## config.mk

```make
export PLATFORM = sky130hd
export DESIGN_NAME = gcd_lcm_euclid_unit
export DESIGN_NICKNAME = d
export VERILOG_FILES = /design/src/rtl/gle_pkg.sv /design/src/rtl/gle_div.sv /design/src/rtl/gcd_lcm_euclid_unit.sv
export SDC_FILE = /design/constraint.sdc
export NUM_CORES = 2
export LEC_CHECK = 0
export BUFFER_PORTS_ARGS = -buffer_cell sky130_fd_sc_hd__buf_4
export CAP_MARGIN = 20
export CELL_PAD_IN_SITES_DETAIL_PLACEMENT = 1
export CELL_PAD_IN_SITES_GLOBAL_PLACEMENT = 2
export CORE_ASPECT_RATIO = 0.7
export CORE_MARGIN = 2
export CORE_UTILIZATION = 25
export CTS_CLUSTER_SIZE = 28
export DETAILED_ROUTE_END_ITERATION = 16
export PLACE_DENSITY = 0.55
export SYNTH_ARGS = -nofsm -noshare
export SYNTH_HDL_FRONTEND = slang
export SYNTH_SLANG_ARGS = --single-unit
export TNS_END_PERCENT = 20
```

## constraint.sdc

```tcl
create_clock -name i_clk -period 9.9 [get_ports i_clk]
set_clock_uncertainty 0.1 [all_clocks]
set_input_delay 0.99 -clock i_clk [delete_from_list [all_inputs] [get_ports i_clk]]
set_output_delay 0.99 -clock i_clk [all_outputs]
set_load 0.05 [all_outputs]
```

## src/rtl/gle_pkg.sv

```systemverilog
package gle_pkg;

    localparam int OPERAND_WIDTH = 31;
    localparam int LCM_WIDTH     = 2 * OPERAND_WIDTH;

    typedef logic [OPERAND_WIDTH-1:0] t_operand;
    typedef logic [LCM_WIDTH-1:0]     t_lcm;

    typedef struct packed {
        t_operand operand_a;
        t_operand operand_b;
    } t_gle_in;

    typedef struct packed {
        t_operand gcd_value;
        t_lcm     lcm_value;
        logic     input_error;
    } t_gle_out;

    // Sequencer to divider
    typedef struct packed {
        logic     start;
        t_operand dividend;
        t_operand divisor;
    } t_div_req;

    // Divider to sequencer
    typedef struct packed {
        logic     done;
        t_operand quotient;
        t_operand remainder;
    } t_div_rsp;

endpackage

```

## src/rtl/gle_div.sv

```systemverilog
module gle_div (
    input  logic             i_clk,
    input  logic             i_rst_n,
    input  gle_pkg::t_div_req i_req,
    output gle_pkg::t_div_rsp o_rsp
);

    localparam int W    = gle_pkg::OPERAND_WIDTH;
    localparam int CntW = $clog2(W);

    logic            r_active;
    logic            r_done;
    logic [CntW-1:0] r_cnt;
    logic [W-1:0]    r_rem;
    logic [W-1:0]    r_quo;
    logic [W-1:0]    r_dvs;

    logic [W:0]      shifted;
    logic [W:0]      trial;
    logic            fits;

    // Restoring step: bring down the next dividend bit, subtract if it fits
    assign shifted = {r_rem, r_quo[W-1]};
    assign trial   = shifted - {1'b0, r_dvs};
    assign fits    = (shifted >= {1'b0, r_dvs});

    always_ff @(posedge i_clk) begin
        if (!i_rst_n) begin
            r_active <= 1'b0;
            r_done   <= 1'b0;
            r_cnt    <= '0;
        end else begin
            r_done <= 1'b0;
            if (i_req.start) begin
                r_active <= 1'b1;
                r_cnt    <= '0;
                r_rem    <= '0;
                r_quo    <= i_req.dividend;
                r_dvs    <= i_req.divisor;
            end else if (r_active) begin
                r_rem <= fits ? trial[W-1:0] : shifted[W-1:0];
                r_quo <= {r_quo[W-2:0], fits};
                r_cnt <= r_cnt + 1'b1;
                if (r_cnt == CntW'(W - 1)) begin
                    r_active <= 1'b0;
                    r_done   <= 1'b1;
                end
            end
        end
    end

    assign o_rsp.done      = r_done;
    assign o_rsp.quotient  = r_quo;
    assign o_rsp.remainder = r_rem;

endmodule

```

## src/rtl/gcd_lcm_euclid_unit.sv

```systemverilog
// Channel  | Direction | Handshake                     | Payload
// command  | in        | start high while busy low     | i_operands (gle_pkg::t_gle_in)
// result   | out       | o_valid, one cycle, no stall  | o_result (gle_pkg::t_gle_out)
//
// A zero operand gives its error result in the cycle after the transfer.
// Otherwise each Euclid remainder step (at most about 45 at 31 bits) and the final a / gcd
// take one division each on the one-bit-per-cycle restoring divider that they share.
// The LCM product is formed in the cycle the last quotient appears.
// Reset is synchronous and active low; it clears the sequencer and the strobe.
// The result is never held back: o_valid stands for exactly one cycle.
module gcd_lcm_euclid_unit (
    input  logic              i_clk,
    input  logic              i_rst_n,
    input  logic              start,
    output logic              busy,
    input  gle_pkg::t_gle_in  i_operands,
    output logic              o_valid,
    output gle_pkg::t_gle_out o_result
);

    localparam int LcmW = gle_pkg::LCM_WIDTH;

    typedef enum logic [1:0] {
        ST_IDLE,
        ST_GCD,
        ST_LCM
    } t_state;

    t_state            r_state;
    logic              r_valid;
    gle_pkg::t_gle_out r_res;
    gle_pkg::t_operand r_a;
    gle_pkg::t_operand r_b;
    gle_pkg::t_operand r_y;

    gle_pkg::t_div_req div_req;
    gle_pkg::t_div_rsp div_rsp;
    logic              zero_in;

    assign zero_in = (i_operands.operand_a == '0) || (i_operands.operand_b == '0);

    gle_div u_div (
        .i_clk   (i_clk),
        .i_rst_n (i_rst_n),
        .i_req   (div_req),
        .o_rsp   (div_rsp)
    );

    always_comb begin
        div_req = '0;
        case (r_state)
            ST_IDLE: begin
                if (start && !zero_in) begin
                    div_req.start    = 1'b1;
                    div_req.dividend = i_operands.operand_a;
                    div_req.divisor  = i_operands.operand_b;
                end
            end
            ST_GCD: begin
                if (div_rsp.done) begin
                    div_req.start = 1'b1;
                    if (div_rsp.remainder == '0) begin
                        // gcd found: divide the first operand by it
                        div_req.dividend = r_a;
                        div_req.divisor  = r_y;
                    end else begin
                        div_req.dividend = r_y;
                        div_req.divisor  = div_rsp.remainder;
                    end
                end
            end
            default: ;
        endcase
    end

    always_ff @(posedge i_clk) begin
        if (!i_rst_n) begin
            r_state <= ST_IDLE;
            r_valid <= 1'b0;
        end else begin
            r_valid <= 1'b0;
            case (r_state)
                ST_IDLE: begin
                    if (start) begin
                        if (zero_in) begin
                            r_valid <= 1'b1;
                            r_res   <= '{gcd_value: '0, lcm_value: '0, input_error: 1'b1};
                        end else begin
                            r_a     <= i_operands.operand_a;
                            r_b     <= i_operands.operand_b;
                            r_y     <= i_operands.operand_b;
                            r_state <= ST_GCD;
                        end
                    end
                end
                ST_GCD: begin
                    if (div_rsp.done) begin
                        if (div_rsp.remainder == '0) begin
                            r_state <= ST_LCM;
                        end else begin
                            r_y <= div_rsp.remainder;
                        end
                    end
                end
                ST_LCM: begin
                    if (div_rsp.done) begin
                        r_valid           <= 1'b1;
                        r_res.gcd_value   <= r_y;
                        r_res.lcm_value   <= LcmW'(div_rsp.quotient) * LcmW'(r_b);
                        r_res.input_error <= 1'b0;
                        r_state           <= ST_IDLE;
                    end
                end
                default: r_state <= ST_IDLE;
            endcase
        end
    end

    assign busy     = (r_state != ST_IDLE);
    assign o_valid  = r_valid;
    assign o_result = r_res;

endmodule

```

# After elaboration in Yosys (flattened, before gate mapping)
# Index checks and enable logic that the tools add are counted.
[classes] n_addsub=2 mul=1 div_mod_pow=0 magnitude_cmp=1 eq_ne=10 n_shift=0 mux=31 n_bitwise=3 reduce_logical=19
[op_table] op="$mux W94" count=3
[op_table] op="$mux W31" count=8
[op_table] op="$pmux W94 S2" count=1
[op_table] op="$mux W63" count=2
[op_table] op="$pmux W63 S2" count=1
[op_table] op="$logic_not A31 Y1" count=3
[op_table] op="$mul A31 B31 Y62" count=1
[op_table] op="$mux W62" count=1
[op_table] op="$pmux W31 S2" count=1
[op_table] op="$ge A32 B31 Y1" count=1
[op_table] op="$sub A31 B31 Y31" count=1
[op_table] op="$mux W2" count=5
[op_table] op="$ne A2 B2 Y1 const B" count=5
[op_table] op="$reduce_and A5 Y1" count=2
[op_table] op="$reduce_bool A2 Y1" count=4
[op_table] op="$mux W1" count=7
[op_table] op="$pmux W2 S3" count=1
[op_table] op="$reduce_and A6 Y1" count=1
[op_table] op="$add A5 B1 Y5 const B" count=1
[op_table] op="$eq A5 B5 Y1 const B" count=1
[op_table] op="$ne A2 B1 Y1 const B" count=2
[op_table] op="$reduce_and A2 Y1" count=2
[op_table] op="$reduce_and A4 Y1" count=1
[op_table] op="$not A1 Y1" count=3
[op_table] op="other kinds (9)" count=9
[totals] register_bits=290 latch_bits=0 mem_bits_rw=0 romBits=0 out_inout_bits=96 word_cells=81 mem_count=0

# Depth between registers and ports, before layout
[depth] depth_word=8 ltp_mapped=29 ltp_nobuf=28

# By module
# A second synthesis with hierarchy kept.
[unflattened] hier_cells=4660 hier_area_um2=45080.7
[by_module_without_submodules] module="gcd_lcm_euclid_unit" n_inst=1 cells_per_inst=4126 area_each_um2=39221.4
[by_module_without_submodules] module="gle_div" n_inst=1 cells_per_inst=534 area_each_um2=5859.4

# Worst setup path before layout
# OpenSTA, ideal clock, no wires.
[synth_path] path_kind="input -> register" start="input i_operands[39] in the netlist's numbering" end="register r_res (netlist bit o_result[0]), enable pin" setup_ns=0.681 t_arrival_ns=8.623 required_time_ns=9.119 slack_ns=0.496 stages=7 path_buffers=0 cell_sequence="nor4_1 nand4_1 o22ai_1 nand2_1 nor2_1 a21oi_1 nor3b_1"
[synth_via] elab_chain_cells=4
[synth_lines] item="from (decl)" line_no="gcd_lcm_euclid_unit.sv:16" text="input gle_pkg::t_gle_in i_operands,"
[synth_lines] item="$logic_not A31 Y1" line_no="gcd_lcm_euclid_unit.sv:40" text="assign zero_in = (i_operands.operand_a == '0) || (i_operands.operand_b == '0);"
[synth_lines] item="$logic_or A1 B1 Y1" line_no="gcd_lcm_euclid_unit.sv:40"
[synth_lines] item="$ne A2 B2 Y1 (no source line)"
[synth_lines] item="$reduce_and A5 Y1 (no source line)"
[synth_lines] item="to (signal assigned)" line_no="gcd_lcm_euclid_unit.sv:87" text="r_res <= '{gcd_value: '0, lcm_value: '0, input_error: 1'b1};"
[synth_lines] item="to (decl)" line_no="gcd_lcm_euclid_unit.sv:31" text="gle_pkg::t_gle_out r_res;"
# Every way passes these cells.
# A chain may end at the register's enable or synchronous reset.

# Worst setup path in the final report
[layout_path] start="register r_b[5]" end="register r_res (netlist bit o_result[52]) (data pin)"
[layout_via] elab_chain_cells=3
[layout_lines] item="from (decl)" line_no="gcd_lcm_euclid_unit.sv:33" text="gle_pkg::t_operand r_b;"
[layout_lines] item="from (signal assigned)" line_no="gcd_lcm_euclid_unit.sv:90" text="r_b <= i_operands.operand_b;"
[layout_lines] item="$mul A31 B31 Y62" line_no="gcd_lcm_euclid_unit.sv:109" text="r_res.lcm_value <= LcmW'(div_rsp.quotient) * LcmW'(r_b);"
[layout_lines] item="$mux W94" line_no="gcd_lcm_euclid_unit.sv:106" text="if (div_rsp.done) begin"
[layout_lines] item="$pmux W94 S2" line_no="gcd_lcm_euclid_unit.sv:82" text="case (r_state)"
# Every way passes these cells. The select of a mux whose other input is x is not followed.

==> metrics.txt <==
HPWL after DPL=146100 um; Setup TNS Final=0 ns; data arrival time of the worst path=9.21 ns; final WL=182800 um; Ys Warns=0; worst skew pair latency=0.62 ns; final hold viol count=0; class of the worst hold path=reg -> reg; total grt overflow=0; CTS root buf=clkbuf_16; syn_area_per_cell=9.716 um2; Routed Antenna Nets=0; Via-to-Cell Ratio=4.610; synth unique cells=70; Final setup viols=0; post-DR wirelength/cell=25.90 um; max_cap viols=0; final slew viol count=0; period utilisation layout=0.9055; Initial Util=0.2518; die span in y=357.2 um; IO Port Bufs=160; crit end category=flip-flop; global-route wire length before repair=263900 um; CTS Hold Bufs=0; cts bufs inserted=37; number of global-route vias before repair=35200; RSZ-0062 raised after global routing=false; die area=181600 um2; asr flop ratio synth=0; residual DRC count=0; clock tree buffer depth=3; CTS sink cnt=290; WS Path Type=reg -> reg; synth top area cells=fa_1, edfxtp_1, ha_1; initial antenna violation count=15; Period minus WS final=8.965 ns; Clock Pin Slew Worst Setup and Hold Paths=0.07 ns; share of layout cells above drive strength 1=0.08266; DIE WIDTH=508.5 um; Post-Syn Area=44550 um2; total core area=176900 um2; CTS tree=yes; Req. time, crit path=10.14 ns; Post-synth top flop=edfxtp_1; FF+latch count, synth=290; post-synth net total=5776; DRT iter0 DRCs=2392; GPL Wtd Cong=0.8714; first drt pass iteration count=5; worst slew pin tran=1.149 ns; Layout Nets=5856; GRT Total Usage=0.2024; largest net degree at the start of global routing=63; area grow syn2layout=12.63%; Startpoint Class=flip-flop; status=finished, final reports clean; post-CTS setup buffer count=0; Ports=161; number of flops mapped to enable cells by yosys=280; largest area contributor in the synthesized netlist=fa_1; Slew HR=0.2338; post-cts resize count=0; register area share after synthesis=0.1932; htree depth=2; Synth top area share=0.3766; critical-path maximum fanout=19; post-synthesis instance total=4585; DR vias=32530; Cell Rows=129; f_max=0.1116 GHz
==> cell type report <==
cell class,count,area [um2]
Clock inverter,30,350.3
Multi-Input combinational cell,3198,31840
Antenna cell,4,10.01
Clock buffer,38,929.6
Tap cell,2358,2950
Sequential cell,290,8608
Fill cell,20280,126700
Inverter,841,3157
Timing Repair Buffer,297,2327
==> stage by stage <==
step                      area [um2]  setup WS (ns)  utilization  hold WS (ns)  std cells
after floorplan                44550         0.4956            -        0.3716       4585
after global placement         48800         0.9575       0.2759        0.3924       6979
after detailed placement       48880         0.8815       0.2763        0.4073       6983
after CTS                      50160         0.8817       0.2836        0.4223       7051
after global routing           50170         0.4162       0.2836        0.4573       7052
final                          50180         0.9354       0.2836        0.4136       7056
==> worst paths after layout <==
check / from / endpoint / slack [ns] / depth (start not counted)
setup / recovery: r_b[5]$_DFFE_PP_ / o_result[52]$_SDFFCE_PP0P_ / 0.94 / 22
hold / removal: u_div.r_cnt[4]$_SDFFE_PP0P_ / u_div.r_cnt[4]$_SDFFE_PP0P_ / 0.41 / 2
setup reg to reg: r_b[5]$_DFFE_PP_ / o_result[52]$_SDFFCE_PP0P_ / 0.94 / 22
hold reg to reg: u_div.r_cnt[4]$_SDFFE_PP0P_ / u_div.r_cnt[4]$_SDFFE_PP0P_ / 0.41 / 2
==> registers in the layout, summed over array words and instances (netlist names) <==
| signal | count |
|---|---|
| o_result | 94 |
| u_div.r_rem | 31 |
| r_y | 31 |
| u_div.r_quo | 31 |
| u_div.r_cnt | 5 |
| r_b | 31 |
| o_valid | 1 |
| r_a | 31 |
| u_div.r_dvs | 31 |
| u_div.r_active | 1 |
| u_div.r_done | 1 |
| r_state | 2 |
==> routing by layer <==
layer	share of wire	GRT usage
met4	0.015	0.02905
met1	0.51	0.3169
met3	0.072	0.04496
met2	0.40	0.2848
met5	0	0
==> cell families after synthesis <==
kind of cell / synth area share
xor gates and xnor gates: 0.01710
buffers and inverters: 0.09327
DFF: 0.1932
and+or+nand+nor: 0.1667
AOI/OAI and AO/OA: 0.06255
adders and majority gates: 0.4575
muxes: 0.009662
==> layout by cell type, fill, tap and decap left out, drive strengths merged, types with 23 or more instances in the layout <==
master / synthesis / final
inv: 841 / 845
o21ai: 85 / 85
xor2: 40 / 40
xnor2: 47 / 47
nand4: 32 / 32
fa: 838 / 838
ha: 288 / 288
nor4: 23 / 23
a21o: 53 / 53
and2: 555 / 555
a221o: 32 / 32
clkbuf: 244 / 38
buf: 12 / 297
nor2: 160 / 160
nand2: 662 / 662
mux2i: 43 / 43
a21oi: 147 / 147
edfxtp: 280 / 280
==> Yosys cell counts (4+ instances only) <==
cell type and number:
a221o_1 32, nor2_1 159, nor4_1 23, buf_2 6, o22ai_1 6, nor2b_1 10
nor3b_1 6, ha_1 288, nand2b_1 11, a21boi_0 7, nor3_1 19, edfxtp_1 280
a211oi_1 9, nand3_1 12, clkbuf_1 242, inv_1 841, xnor2_1 47, fa_1 838
and2_1 553, and3_1 11, a21oi_1 144, mux2i_1 43, xor2_1 40, o21bai_1 17
a221oi_1 5, a21o_1 53, o211ai_1 11, o21ai_0 83, nand2_1 662, nand4_1 32
o21a_1 9, a31oi_1 12, a211o_1 4, dfxtp_1 10
==> worst max-delay path, stage by stage (launching register included) <==
cell and delay, ns:
edfxtp_1 1.04, and2_1 0.27, fa_1 0.46, fa_1 0.51, fa_1 0.53, inv_1 0.05, fa_1 0.49, inv_1 0.06
fa_1 0.48, fa_1 0.56, fa_1 0.45, fa_1 0.45, ha_1 0.45, nand2_1 0.18, o21ai_0 0.62, nor2_1 0.15
a31o_2 0.27, o21ba_2 0.31, a21oi_1 0.20, o211ai_1 0.56, a21boi_0 0.25, xnor2_1 0.19, nor2_1 0.05
Power is left out: the tool's default activity adds up to more than one toggle a clock period on the data nets, which glitch-free logic cannot reach.
